[src/hw/rtl/a0fcd_pkg.sv]
// ----------------------------------------------------------------------------
// a0fcd_pkg
// Shared types and constants for the A0 frame checker / deframer.
// ----------------------------------------------------------------------------
package a0fcd_pkg;

  localparam int unsigned CountW = 17;

  localparam logic [7:0]        TYPE_A0     = 8'hA0;
  localparam logic [7:0]        CSUM_BASE   = 8'hAA;
  localparam logic [CountW:0]   MIN_FRAME   = 18'd8;
  localparam logic [CountW:0]   OUTER_EXTRA = 18'd4;
  localparam logic [15:0]       OUTER_MIN   = 16'd4;
  localparam logic [16:0]       INNER_EXTRA = 17'd3;
  localparam logic [CountW-1:0] COUNT_MAX   = {CountW{1'b1}};

  // header offsets
  localparam logic [CountW-1:0] OFS_TYPE    = 17'd0;
  localparam logic [CountW-1:0] OFS_LEN_LO  = 17'd1;
  localparam logic [CountW-1:0] OFS_LEN_HI  = 17'd2;
  localparam logic [CountW-1:0] OFS_TAG     = 17'd3;
  localparam logic [CountW-1:0] OFS_CTRL    = 17'd4;
  localparam logic [CountW-1:0] OFS_INR_LO  = 17'd5;
  localparam logic [CountW-1:0] OFS_INR_HI  = 17'd6;
  localparam logic [CountW-1:0] OFS_BODY    = 17'd7;

  typedef enum logic [1:0] {
    ST_OK   = 2'd0,
    ST_LEN  = 2'd1,
    ST_TAG  = 2'd2,
    ST_CSUM = 2'd3
  } status_t;

  typedef enum logic {
    KIND_BODY   = 1'b0,
    KIND_STATUS = 1'b1
  } kind_t;

  typedef struct packed {
    logic    valid;
    kind_t   kind;
    logic [7:0] body;
    logic [7:0] ctrl;
    status_t status;
    logic    done;
  } res_t;

endpackage

[src/hw/rtl/a0_frame_checker_deframer_unit.sv]
// ----------------------------------------------------------------------------
// a0_frame_checker_deframer_unit
// Checks A0 frames byte by byte, passes body bytes out, ends with a status.
// ----------------------------------------------------------------------------
// Path: input register, then result register. Throughput: one byte per cycle
// while out_tready does not stall the result register, set by the single-step
// frame state update between the two registers.
// Reset (rst_n low, synchronous): both stages empty, frame state cleared,
// checksum seed 0.
module a0_frame_checker_deframer_unit
  import a0fcd_pkg::*;
(
  input  logic        clk,
  input  logic        rst_n,
  input  logic        cfg_we,
  input  logic [7:0]  cfg_wdata,     // checksum_seed
  input  logic        in_tvalid,
  output logic        in_tready,
  input  logic [7:0]  in_tdata,      // [7:0] rx_byte
  input  logic        in_tlast,      // end_of_transfer
  output logic        out_tvalid,
  input  logic        out_tready,
  output logic [23:0] out_tdata,     // [7:0] body_byte, [15:8] wire_control_byte,
                                     // [17:16] frame_status, [23:18] zero
  output logic        out_tuser,     // result_kind
  output logic        out_tlast      // frame_done
);

  logic       seed_r;
  logic [7:0] seed_val_r;
  logic       s1_valid_r;
  logic [7:0] s1_byte_r;
  logic       s1_last_r;
  logic       out_valid_r;
  res_t       out_res_r;
  res_t       core_res;
  logic       step;

  assign step      = s1_valid_r && (!out_valid_r || out_tready);
  assign in_tready = !s1_valid_r || step;

  always_ff @(posedge clk) begin
    if (!rst_n) begin
      seed_r     <= 1'b0;
      seed_val_r <= '0;
    end else if (cfg_we) begin
      seed_r     <= 1'b1;
      seed_val_r <= cfg_wdata;
    end
  end

  always_ff @(posedge clk) begin
    if (!rst_n) begin
      s1_valid_r <= 1'b0;
    end else if (in_tvalid && in_tready) begin
      s1_valid_r <= 1'b1;
    end else if (step) begin
      s1_valid_r <= 1'b0;
    end
  end

  always_ff @(posedge clk) begin
    if (in_tvalid && in_tready) begin
      s1_byte_r <= in_tdata;
      s1_last_r <= in_tlast;
    end
  end

  a0fcd_check u_check (
    .clk     (clk),
    .rst_n   (rst_n),
    .step    (step),
    .rx_byte (s1_byte_r),
    .rx_last (s1_last_r),
    .seed    (seed_r ? seed_val_r : 8'd0),
    .res     (core_res)
  );

  always_ff @(posedge clk) begin
    if (!rst_n) begin
      out_valid_r <= 1'b0;
    end else if (step) begin
      out_valid_r <= core_res.valid;
    end else if (out_tready) begin
      out_valid_r <= 1'b0;
    end
  end

  always_ff @(posedge clk) begin
    if (step) begin
      out_res_r <= core_res;
    end
  end

  assign out_tvalid = out_valid_r;
  assign out_tdata  = {6'd0, out_res_r.status, out_res_r.ctrl, out_res_r.body};
  assign out_tuser  = out_res_r.kind;
  assign out_tlast  = out_res_r.done;

endmodule

[src/hw/rtl/a0fcd_check.sv]
// ----------------------------------------------------------------------------
// a0fcd_check
// Frame state, header capture and end-of-frame checks for one byte per step.
// ----------------------------------------------------------------------------
module a0fcd_check
  import a0fcd_pkg::*;
(
  input  logic       clk,
  input  logic       rst_n,
  input  logic       step,
  input  logic [7:0] rx_byte,
  input  logic       rx_last,
  input  logic [7:0] seed,
  output res_t       res
);

  logic [CountW-1:0] count_r, count_nxt;
  logic              type_ok_r, type_ok_nxt;
  logic [15:0]       outer_r, outer_nxt;
  logic              tag_ok_r, tag_ok_nxt;
  logic [7:0]        ctrl_r, ctrl_nxt;
  logic [15:0]       inner_r, inner_nxt;
  logic [7:0]        sum_r, sum_nxt;

  logic [CountW:0]   len;
  logic [7:0]        expect_cs;
  logic [7:0]        tag_calc;
  logic              in_body;
  status_t           status;

  assign len       = {1'b0, count_r} + 18'd1;
  assign expect_cs = CSUM_BASE - (seed + inner_r[7:0] + sum_r);
  assign tag_calc  = TYPE_A0 + outer_r[7:0] + outer_r[15:8];
  assign in_body   = (count_r >= OFS_BODY);

  always_comb begin
    if (len < MIN_FRAME || !type_ok_r) begin
      status = ST_LEN;
    end else if (({2'b00, outer_r} + OUTER_EXTRA) != len || outer_r < OUTER_MIN) begin
      status = ST_LEN;
    end else if (!tag_ok_r) begin
      status = ST_TAG;
    end else if (inner_r == 16'd0 || ({1'b0, inner_r} + INNER_EXTRA) != {1'b0, outer_r}) begin
      status = ST_LEN;
    end else if (rx_byte != expect_cs) begin
      status = ST_CSUM;
    end else begin
      status = ST_OK;
    end
  end

  always_comb begin
    res.valid  = rx_last || in_body;
    res.kind   = rx_last ? KIND_STATUS : KIND_BODY;
    res.body   = rx_last ? 8'd0 : rx_byte;
    res.ctrl   = (!rx_last || status == ST_OK) ? ctrl_r : 8'd0;
    res.status = rx_last ? status : ST_OK;
    res.done   = rx_last;
  end

  always_comb begin
    count_nxt   = count_r;
    type_ok_nxt = type_ok_r;
    outer_nxt   = outer_r;
    tag_ok_nxt  = tag_ok_r;
    ctrl_nxt    = ctrl_r;
    inner_nxt   = inner_r;
    sum_nxt     = sum_r;
    if (rx_last) begin
      count_nxt   = '0;
      type_ok_nxt = 1'b0;
      outer_nxt   = '0;
      tag_ok_nxt  = 1'b0;
      ctrl_nxt    = '0;
      inner_nxt   = '0;
      sum_nxt     = '0;
    end else begin
      case (count_r)
        OFS_TYPE:   type_ok_nxt = (rx_byte == TYPE_A0);
        OFS_LEN_LO: outer_nxt   = {outer_r[15:8], rx_byte};
        OFS_LEN_HI: outer_nxt   = {rx_byte, outer_r[7:0]};
        OFS_TAG:    tag_ok_nxt  = (rx_byte == tag_calc);
        OFS_CTRL:   ctrl_nxt    = rx_byte;
        OFS_INR_LO: inner_nxt   = {inner_r[15:8], rx_byte};
        OFS_INR_HI: inner_nxt   = {rx_byte, inner_r[7:0]};
        default:    ;
      endcase
      if (in_body) begin
        sum_nxt = sum_r + rx_byte;
      end
      if (count_r != COUNT_MAX) begin
        count_nxt = count_r + 17'd1;
      end
    end
  end

  always_ff @(posedge clk) begin
    if (!rst_n) begin
      count_r   <= '0;
      type_ok_r <= 1'b0;
      outer_r   <= '0;
      tag_ok_r  <= 1'b0;
      ctrl_r    <= '0;
      inner_r   <= '0;
      sum_r     <= '0;
    end else if (step) begin
      count_r   <= count_nxt;
      type_ok_r <= type_ok_nxt;
      outer_r   <= outer_nxt;
      tag_ok_r  <= tag_ok_nxt;
      ctrl_r    <= ctrl_nxt;
      inner_r   <= inner_nxt;
      sum_r     <= sum_nxt;
    end
  end

endmodule

[config.mk]
export PLATFORM = sky130hd
export DESIGN_NAME = a0_frame_checker_deframer_unit
export DESIGN_NICKNAME = d
export VERILOG_FILES = /design/src/hw/rtl/a0fcd_pkg.sv /design/src/hw/rtl/a0_frame_checker_deframer_unit.sv /design/src/hw/rtl/a0fcd_check.sv
export SDC_FILE = /design/constraint.sdc
export NUM_CORES = 1
export LEC_CHECK = 0
export BUFFER_PORTS_ARGS = -buffer_cell sky130_fd_sc_hd__buf_2
export CAP_MARGIN = 20
export CORE_ASPECT_RATIO = 2
export CORE_UTILIZATION = 62
export CTS_CLUSTER_DIAMETER = 40
export DETAILED_ROUTE_END_ITERATION = 10
export GPL_ROUTABILITY_DRIVEN = 0
export PLACE_DENSITY = 0.91
export SLEW_MARGIN = 10
export SYNTH_ARGS = -nofsm -noshare
export SYNTH_HDL_FRONTEND = slang
export SYNTH_SLANG_ARGS = --single-unit
[constraint.sdc]
create_clock -name clk -period 4.48 [get_ports clk]
set_clock_uncertainty 0.15 [all_clocks]
set_input_delay 0.896 -clock clk [delete_from_list [all_inputs] [get_ports clk]]
set_output_delay 0.896 -clock clk [all_outputs]
set_load 0.01 [all_outputs]
**After elaboration in Yosys (flattened, before gate mapping)**

Cells that the tools add are included.

- Input port bits: 22
- Bits in registers: 107

- Add/sub/neg operators: 10
- Magnitude comparators: 3
- Mux-type cells: 25
- Equal/unequal tests: 16
- Reductions and logical operators: 36

Operators by type and width:

| operator | number |
|---|---|
| $pmux 16 s2 | 2 |
| $eq 17x3->1 const B | 3 |
| $mux 8 | 5 |
| $eq 17x2->1 const B | 2 |
| $mux 17 | 2 |
| $add 8x8->8 | 4 |
| $mux 16 | 2 |
| $reduce_bool 2->1 | 11 |
| $add 17x1->18 const B | 1 |
| $lt 18x4->1 const B | 1 |
| $ne 18x18->1 | 1 |
| $add 16x2->17 const B | 1 |
| $add 16x3->17 const B | 1 |
| $add 17x1->17 const B | 1 |
| $eq 17x1->1 const B | 1 |
| $ge 17x3->1 const B | 1 |
| $logic_not 17->1 | 1 |
| $ne 17x16->1 | 1 |
| $ne 17x17->1 const B | 1 |
| $logic_not 16->1 | 1 |
| $lt 16x3->1 const B | 1 |
| $reduce_and 3->1 | 4 |
| $mux 2 | 5 |
| $reduce_and 2->1 | 5 |
| 11 further kinds | 32 |

**Longest topological paths before layout**

Gate-level depths: netlist (run 1).

- Depth after elaboration: 12
- Gate-level depth with buffers: 14

**Hierarchy**

A second synthesis (run 1) with hierarchy kept.

- Cells, all modules: 887
- Area total of the unflattened synthesis: 7,797.5 sq um

By module, submodules not included:

| module | seq. area each (sq um) | times used | area an instance (sq um) | cells an instance |
|---|---|---|---|---|
| a0fcd_check | 1,341.3 | 1 | 6,404.9 | 805 |
| a0_frame_checker_deframer_unit | 1,091.0 | 1 | 1,392.6 | 82 |

**Worst setup path before layout (run 1)**

No wires, ideal clock.

- Kind: reg2reg
- Start point: register seed_r
- End point: register out_res_r (netlist bit out_tdata[10]) (data pin)
- Setup time: 177 ps
- Required time: 4,153 ps
- Arrival: 3,302 ps
- Cell stages (with the launch flop): 14
- Path buffers: 1
- Path slack: 852 ps
- Cell sequence: dfxtp_1 -> clkbuf_1 -> nand2_1 -> fa_1 -> ha_1 -> ha_1 -> fa_1 -> xnor2_1 -> xnor2_1 -> nor4_1 -> nand3_1 -> nor3_1 -> nand3_1 -> o32ai_1

- Word-level cells in the longest chain between the ends: 12

Ends and longest elaborated chain:

| what | RTL line | text |
|---|---|---|
| from (decl) | a0_frame_checker_deframer_unit.sv:29 | `logic seed_r;` |
| from (signal assigned) | a0_frame_checker_deframer_unit.sv:44 | `seed_r <= 1'b0;` |
| from (signal assigned) | a0_frame_checker_deframer_unit.sv:47 | `seed_r <= 1'b1;` |
| $mux 8 | a0_frame_checker_deframer_unit.sv:75 | `.seed (seed_r ? seed_val_r : 8'd0),` |
| $add 8x8->8 (2 in a row) | a0fcd_check.sv:32 | `assign expect_cs = CSUM_BASE - (seed + inner_r[7:0] + sum_r);` |
| $sub 8x8->8 | a0fcd_check.sv:32 |  |
| $ne 8x8->1 | a0fcd_check.sv:45 | `end else if (rx_byte != expect_cs) begin` |
| $mux 2 | a0fcd_check.sv:45 |  |
| $mux 2 | a0fcd_check.sv:43 | `end else if (inner_r == 16'd0 \|\| ({1'b0, inner_r} + INNER_EXTRA) != {1'b0, outer_r}) begin` |
| $mux 2 | a0fcd_check.sv:41 | `end else if (!tag_ok_r) begin` |
| $mux 2 | a0fcd_check.sv:39 | `end else if (({2'b00, outer_r} + OUTER_EXTRA) != len \|\| outer_r < OUTER_MIN) begin` |
| $mux 2 | a0fcd_check.sv:37 | `if (len < MIN_FRAME \|\| !type_ok_r) begin` |
| $logic_not 2->1 | a0fcd_check.sv:56 | `res.ctrl = (!rx_last \|\| status == ST_OK) ? ctrl_r : 8'd0;` |
| $logic_or 1x1->1 | a0fcd_check.sv:56 |  |
| to (signal assigned) | a0_frame_checker_deframer_unit.sv:91 | `out_res_r <= core_res;` |
| to (decl) | a0_frame_checker_deframer_unit.sv:35 | `res_t out_res_r;` |

Every way passes these cells.
A chain may end at the register's enable or synchronous reset.

**Worst setup path in the final report (run 1)**

- Start point: register seed_r
- End point: register out_res_r (netlist bit out_tdata[13]) (data pin)

The elaborated chain is that of the path after synthesis.

==> results.cfg, run 1 <==
[critical_path]
r2r_start = seed_r
r2r_cells = 12
r2r_setup_slack_ns = 0.33
endpoint_kind = register
crit_start = seed_r
crit_type = register to register
start_kind = register
cp_max_fo = 9
cp.required_ns = 4.51
crit_arrival_ns = 4.17

[clock_network]
cts.sinks = 106
clock_path_buffers = 2
numCtsBuffers = 9
h-tree-depth = 3
ctsHoldBuffers = 0
clkTransAtPathRegs_ns = 0.08
postCtsSetupRepairBufs = 0
worst_skew_pair.late_latency_ns = 0.36
cts_root_buffer = clkbuf_16
post_cts_resized = 0
cts_tree = built

[final_layout]
drive_above_1_share = 0.0991
fillers = 877
fin_area_um2 = 7920
area_growth_syn_to_layout_pct = 6.93
final_cell_mix = dfxtp_1, nor2_1, xnor2_1
register_area_um2 = 2400
antenna_cells = 0
multi_input_area_um2 = 4530
layout_commonest_cell = dfxtp_1
nNetsFinal = 957
utilization = 0.676

[floorplanning]
die-area_um2 = 12400
die_h_um = 157
core_um2 = 11700
num_rows = 56
die_w_um = 79.3
top_level_ports = 50
start_util = 0.633

[flow_run]
maxCapViolCount = 0

[sta]
setup_tns_ns = 0
setup_viol = 0
max_freq_mhz = 241
max_slew_margin = 0.386
rsz0062_at_grt = false
finalCritPeriodShare = 0.925
tightest_slew_ns = 0.917
min_period_ns = 4.15
finalMaxSlewViolations = 0
setup_ws_ns = 0.334
hold_viol_final = 0

[synthesis]
async_flop_share = 0
yosysWarnings = 0
synth_area_per_cell_um2 = 8.48
synth_enable_flop_cells = 28
syn_inst = 873
synth_area_um2 = 7400
yosysUniqueCellTypes = 70
synth_flop_cell = dfxtp_1
synthTopCellsByArea = dfxtp_1, edfxtp_1, xnor2_1
synth_largest_area_cell = dfxtp_1
synth_top_area_frac = 0.211
ys_ff_latch = 106
yosysSeqAreaShare = 0.325

[grt]
first_global_vias = 6613
grt_usage = 0.383
overflow = 0
grt_pass1_wl_um = 35100
grt_max_degree = 42
antenna_found_initial = 0

[power_and_ir_drop]
power.leakage_nw = 2.98
power.total_mw = 2.09
irDropWorstVdd_uv = 353
power_density_nw_per_um2 = 264

[detailed_routing]
post_drt_via_cell_ratio = 6.66
drc = 1
wl_per_cell_um = 21.7
ant_nets = 0
vias = 6876
first_iter_violations = 744
routed_wl_um = 22400
first_pass_iters = 9

[placement]
place_area_um2 = 7620
hpwlAfterDp_um = 15900
portBuffers = 43
dpl_worst_slack_ns = 0.363

[worst_hold_path]
hold_depth = 2
worstHoldStart = u_check.type_ok_r
min_path_type = register to register

[status]
violations = design-rule violations
outcome = complete, but fails checks
## cell usage after synthesis, drive strengths merged, types with 16 or more instances
master and n:
nand4 21, nand2 52, buf 23, nor4 16, ha 43, xnor2 73
edfxtp 28, nor2 77, nand3 46, dfxtp 78, inv 59, nor3 25
xor2 23, clkbuf 36, o21ai 41, a21oi 65, mux2i 27
## metrics by stage
stage / hold slack (ns) / std cells
4_1_cts: 0.341 / 1033
3_3_place_gp: 0.320 / 1017
2_1_floorplan: 0.295 / 878
5_1_grt: 0.368 / 1033
6_report: 0.337 / 1033
3_5_place_dp: 0.333 / 1017
## cells by family (layout without fill, tap and decap cells)
family                     after synthesis  count (layout)  share of synthesized area
muxes                                   27              27                     0.0365
other                                    1               6                   0.000507
adders and majority gates               52              52                     0.0970
DFF                                    106             106                      0.325
xor gates and xnor gates                97              97                      0.117
AOI/OAI and AO/OA                      162             162                      0.134
and+or+nand+nor                        310             310                      0.223
buffers and inverters                  118             128                     0.0673
## routing by layer
layer,routed length (µm),up-vias,global-route usage
met1,7080,3174,0.381
met2,11300,450,0.651
met3,1710,183,0.0840
met4,2340,0,0.345
met5,0,-,0
li1,-,3069,-
## state kept, by name (all words and copies together), names as in the netlist, 8 cells and up
name             cells
u_check.inner_r     16
u_check.count_r     17
seed_val_r           8
u_check.ctrl_r       8
s1_byte_r            8
out_tdata           18
u_check.outer_r     16
u_check.sum_r        8
## power by group
part           leakage [nW]  switching (mW)  total, mW  internal (mW)
Sequential            0.900          0.0353       1.04           1.01
Clock                 0.135           0.392      0.790          0.398
Combinational          1.94           0.157      0.255         0.0975
## path summary, 6_finish.rpt
| path | end |
|---|---|
| hold / removal | u_check.type_ok_r |
| setup / recovery | out_tdata[13] |
| setup reg to reg | out_tdata[13] |
| hold reg to reg | u_check.type_ok_r |
## worst max-delay path, stage by stage, from the launching register on
cell and delay [ns]:
dfxtp_1 0.47, nand2_1 0.12, fa_1 0.44, ha_1 0.31, ha_1 0.24, fa_1 0.43
xnor2_1 0.22, xnor2_1 0.09, nor4_1 0.36, nand3_1 0.16, nor3_2 0.35, nand3_2 0.25
o32ai_1 0.37
## layout make-up
type,instances,area share
well taps,145,0.0229
flip-flops and latches,106,0.304
multi-input cells,654,0.572
clock inverters,6,0.00632
repair buffers,53,0.0367
clock buffers,10,0.0302
inverters,59,0.0280
Note: power is estimated with default switching activity, not from simulation.
==> run 2: changes to the inputs <==
CORE_MARGIN = 8   (was not set)
REMOVE_ABC_BUFFERS = 1   (was not set)
==> run 2 against run 1 <==
The flow now finishes without violations. Clock-buffer cell count stayed put. Fmax is 4.1% lower. Worst setup slack worse by 0.18 ns. Clock power is 8.2% higher. Flip-flop and latch count stayed put. Largest power group unchanged. Sequential power hardly changed. Hold slack better by 0.0039 ns. Largest cell class unchanged. Die area is 28% higher. Critical endpoint unchanged. Final cell count is 0.29% lower. Via count is 0.70% higher. Critical path depth stayed put.
==> results.cfg, run 2 (synthesis gave the netlist of run 1 again) <==
[grt]
antenna_found_initial = 0
grt_use_met3 = 0.0597
gr-max-usage-layer = met2
first_global_vias = 6981
grt_pass1_wl_um = 37300
grt_max_degree = 59
grt_usage = 0.304
overflow = 0
met1_usage = 0.307
met2_usage = 0.528

[sta]
finalMaxSlewViolations = 0
min_period_ns = 4.32
setup_ws_ns = 0.158
hold_viol_final = 0
tightest_slew_ns = 1.06
finalCritPeriodShare = 0.965
setup_tns_ns = 0
holdWs_ns = 0.341
max_slew_margin = 0.293
rsz0062_at_grt = false
max_freq_mhz = 231
setup_viol = 0

[clock_network]
clkTransAtPathRegs_ns = 0.08
worst_skew_pair.late_latency_ns = 0.36
cts_root_buffer = clkbuf_16
cts_tree = built
h-tree-depth = 3
clock_path_buffers = 2
cts.sinks = 106
numCtsBuffers = 9
postCtsSetupRepairBufs = 0
post_cts_resized = 0
ctsHoldBuffers = 0

[final_layout]
fillers = 825
nNetsFinal = 954
multi_input_area_um2 = 4520
drive_above_1_share = 0.0927
antenna_cells = 0
final_cell_mix = dfxtp_1, nor2_1, xnor2_1
area_growth_syn_to_layout_pct = 6.81
layout_commonest_cell = dfxtp_1
largest_reg_flops = 18
register_area_um2 = 2400
fin_area_um2 = 7910

[critical_path]
start_kind = register
cp.required_ns = 4.50
cp_max_fo = 9
crit_type = register to register
endpoint_kind = register
crit_arrival_ns = 4.34
r2r_setup_slack_ns = 0.16

[detailed_routing]
drc = 0
ant_nets = 0
wl_per_cell_um = 22.5
vias = 6924
post_drt_via_cell_ratio = 6.72
first_iter_violations = 833
routed_wl_um = 23200
first_pass_iters = 6

[worst_hold_path]
min_path_type = register to register

[floorplanning]
die_w_um = 93.3
core_um2 = 11700
die_h_um = 171
num_rows = 56
start_util = 0.633
die-area_um2 = 15900
top_level_ports = 50

[placement]
portBuffers = 43
place_area_um2 = 7590
hpwlAfterDp_um = 16400
dpl_worst_slack_ns = 0.250

[status]
outcome = finished, final reports clean

[flow_run]
maxCapViolCount = 0

[power_and_ir_drop]
irDropWorstVdd_uv = 231
power.leakage_nw = 2.98
power_density_nw_per_um2 = 271
==> run 2: changes by cell type in the layout (fill, tap and decap cells not counted), sizes merged <==
cell	change
clkinvlp	-2
inv	+2
buf	-3
clkinv	-1
bufinv	+1
==> run 2: power by group <==
group          switching (mW)  internal (mW)
Combinational           0.154         0.0965
Clock                   0.407          0.449
Sequential             0.0327           1.01
==> run 2: stage by stage <==
stage	util	instances	total power, mW
6_report	0.676	1030	2.15
5_1_grt	0.676	1030	2.20
4_1_cts	0.676	1030	2.12
3_5_place_dp	0.649	1014	1.30
3_3_place_gp	0.649	1014	1.29
2_1_floorplan	-	819	1.21
==> run 2: path summary, 6_finish.rpt <==
path | cells after the start | to | from
worst min-delay path | 2 | seed_val_r[5] | seed_val_r[5]
worst max-delay path | 12 | out_tdata[13] | seed_r
worst min register to register | 2 | seed_val_r[5] | seed_val_r[5]
worst max register to register | 12 | out_tdata[13] | seed_r
==> run 2: final cells by class <==
| cell class | count | area share |
|---|---|---|
| multi-input combinational | 654 | 0.572 |
| sequential | 106 | 0.304 |
| timing repair buffer | 50 | 0.0339 |
| clock buffer | 10 | 0.0290 |
| inverter | 59 | 0.0280 |
| tap | 145 | 0.0229 |
| clock inverter | 6 | 0.0106 |
==> run 2: per-layer routing <==
| metal | vias to the layer above | routed length, µm |
|---|---|---|
| li1 | 3053 | - |
| met1 | 3209 | 7220 |
| met2 | 468 | 11800 |
| met3 | 194 | 1840 |
| met4 | 0 | 2370 |
| met5 | - | 0 |
==> run 2: critical path, cell delays in order, from the launching register on <==
cell     delay (ns)
dfxtp_1        0.46
nand2_1        0.11
fa_1           0.45
ha_1           0.30
ha_1           0.23
fa_1           0.40
xnor2_1        0.15
xnor2_1        0.13
nor4_1         0.39
nand3_1        0.13
nor3_1         0.43
nand3_1        0.38
o32ai_1        0.41
==> run 3: changes to the inputs <==
CORE_UTILIZATION = 51   (was 62)
PLACE_DENSITY = 0.79   (was 0.91)
==> run 3 against run 2 <==
Flip-flop and latch count is the same. Hold slack got worse by 0.013 ns. Final area is 0.43% higher. Non-clock buffer count grew 1. Via count down 2.6%. Critical path depth unchanged. Global-route usage fell by 6.2 points. Sequential share of layout area down 0.13 points. Final cell count grew 4.7%. Core utilization decreased by 12 points. Wire length decreased by 3.8%. Die area increased by 19%. Critical endpoint is now out_tdata[10]. Largest power group unchanged. Highest routed layer unchanged.
==> results.cfg, run 3 (synthesis gave the netlist of run 1 again) <==
[status]
outcome = finished, final reports clean

[sta]
finalMaxSlewViolations = 0
finalCritPeriodShare = 0.929
setup_viol = 0
min_period_ns = 4.16
setup_tns_ns = 0
hold_viol_final = 0
max_slew_margin = 0.310
tightest_slew_ns = 1.03
max_freq_mhz = 240
rsz0062_at_grt = false

[critical_path]
r2r_setup_slack_ns = 0.32
crit_type = register to register
cp.required_ns = 4.51
endpoint_kind = register
start_kind = register
r2r_cells = 12
cp_max_fo = 9
crit_arrival_ns = 4.19
timing.rr.end = out_tdata[10]
r2r_start = seed_r

[floorplanning]
die_h_um = 186
core_um2 = 14300
num_rows = 62
top_level_ports = 50
die_w_um = 101
start_util = 0.519
die-area_um2 = 18900

[detailed_routing]
wl_per_cell_um = 20.7
vias = 6746
routed_wl_um = 22300
drc = 0
first_pass_iters = 5
post_drt_via_cell_ratio = 6.26
first_iter_violations = 606
ant_nets = 0

[final_layout]
drive_above_1_share = 0.0937
largest_reg_flops = 18
antenna_cells = 0
fillers = 1347
fin_cells = 1078
final_cell_mix = dfxtp_1, nor2_1, xnor2_1
area_growth_syn_to_layout_pct = 7.27
layout_commonest_cell = dfxtp_1
nNetsFinal = 955

[power_and_ir_drop]
power.leakage_nw = 2.97
irDropWorstVdd_uv = 257
power_density_nw_per_um2 = 260

[clock_network]
cts.sinks = 106
post_cts_resized = 0
postCtsSetupRepairBufs = 0
cts_root_buffer = clkbuf_16
numCtsBuffers = 9
clkTransAtPathRegs_ns = 0.08
ctsHoldBuffers = 0
h-tree-depth = 3
cts_tree = built
clock_path_buffers = 2
worst_skew_pair.late_latency_ns = 0.38

[worst_hold_path]
min_path_type = register to register
min_to = u_check.type_ok_r
hold_depth = 2
worstHoldStart = u_check.type_ok_r

[placement]
portBuffers = 43
hpwlAfterDp_um = 16700
dp.cells = 1062

[grt]
overflow = 0
grt_pass1_wl_um = 35000
antenna_found_initial = 0
grt_usage = 0.242
grt_max_degree = 55
first_global_vias = 6520

[flow_run]
maxCapViolCount = 0
run 3: changes by cell type in the layout (fill, tap and decap cells not counted), sizes merged:
cell,previous run,this run
bufinv,1,0
clkinvlp,0,1
buf,50,51
clkinv,2,3
inv,62,61
run 3: routing by layer:
layer,vias up,GRT usage,share of wire
li1,3066,-,-
met1,3217,0.231,0.33
met2,325,0.429,0.52
met3,138,0.0339,0.053
met4,0,0.219,0.096
met5,-,0,0
run 3: critical path, cell delays in order (launching register included):
cell and delay, ns:
dfxtp_1 0.46, nand2_1 0.10, fa_1 0.46, ha_1 0.32
ha_1 0.24, fa_1 0.41, xnor2_1 0.15, xnor2_1 0.12
nor4_1 0.30, nand3_1 0.11, nor3_1 0.39, nand3_1 0.36
o32ai_1 0.40
run 3: worst max-delay path by stage:
stage / startpoint / slack (ns) / endpoint / cells past startpoint
floorplan: seed_r / 0.96 / out_tdata[10] / 12
global placement: seed_r / 0.46 / out_tdata[13] / 12
detailed placement: seed_r / 0.40 / out_tdata[10] / 12
CTS: seed_r / 0.37 / out_tdata[10] / 12
global route: seed_r / 0.1 / out_tdata[10] / 12
finish: seed_r / 0.32 / out_tdata[10] / 12
run 3: layout make-up:
class	instances	area, µm²	area share
timing repair buffer	51	275	0.0347
clock buffer	10	229	0.0288
clock inverter	6	51.3	0.00646
sequential	106	2400	0.303
tap	192	240	0.0303
inverter	59	221	0.0279
multi-input combinational	654	4520	0.569
run 3: through the flow:
stage          power, mW  instance area (µm²)  setup WS, ns  hold WS (ns)  utilization
6_report            2.07                 7940         0.320         0.328        0.556
5_1_grt             2.12                 7940        0.0952         0.351        0.556
4_1_cts             2.06                 7940         0.373         0.329        0.556
3_5_place_dp        1.30                 7660         0.402         0.321        0.537
3_3_place_gp        1.29                 7660         0.461         0.314        0.537
2_1_floorplan       1.21                 7140         0.958         0.295            -
run 3: where the power goes:
group / internal [mW] / switching, mW
Combinational: 0.0963 / 0.148
Sequential: 1.01 / 0.0314
Clock: 0.385 / 0.398
Total: 1.49 / 0.577
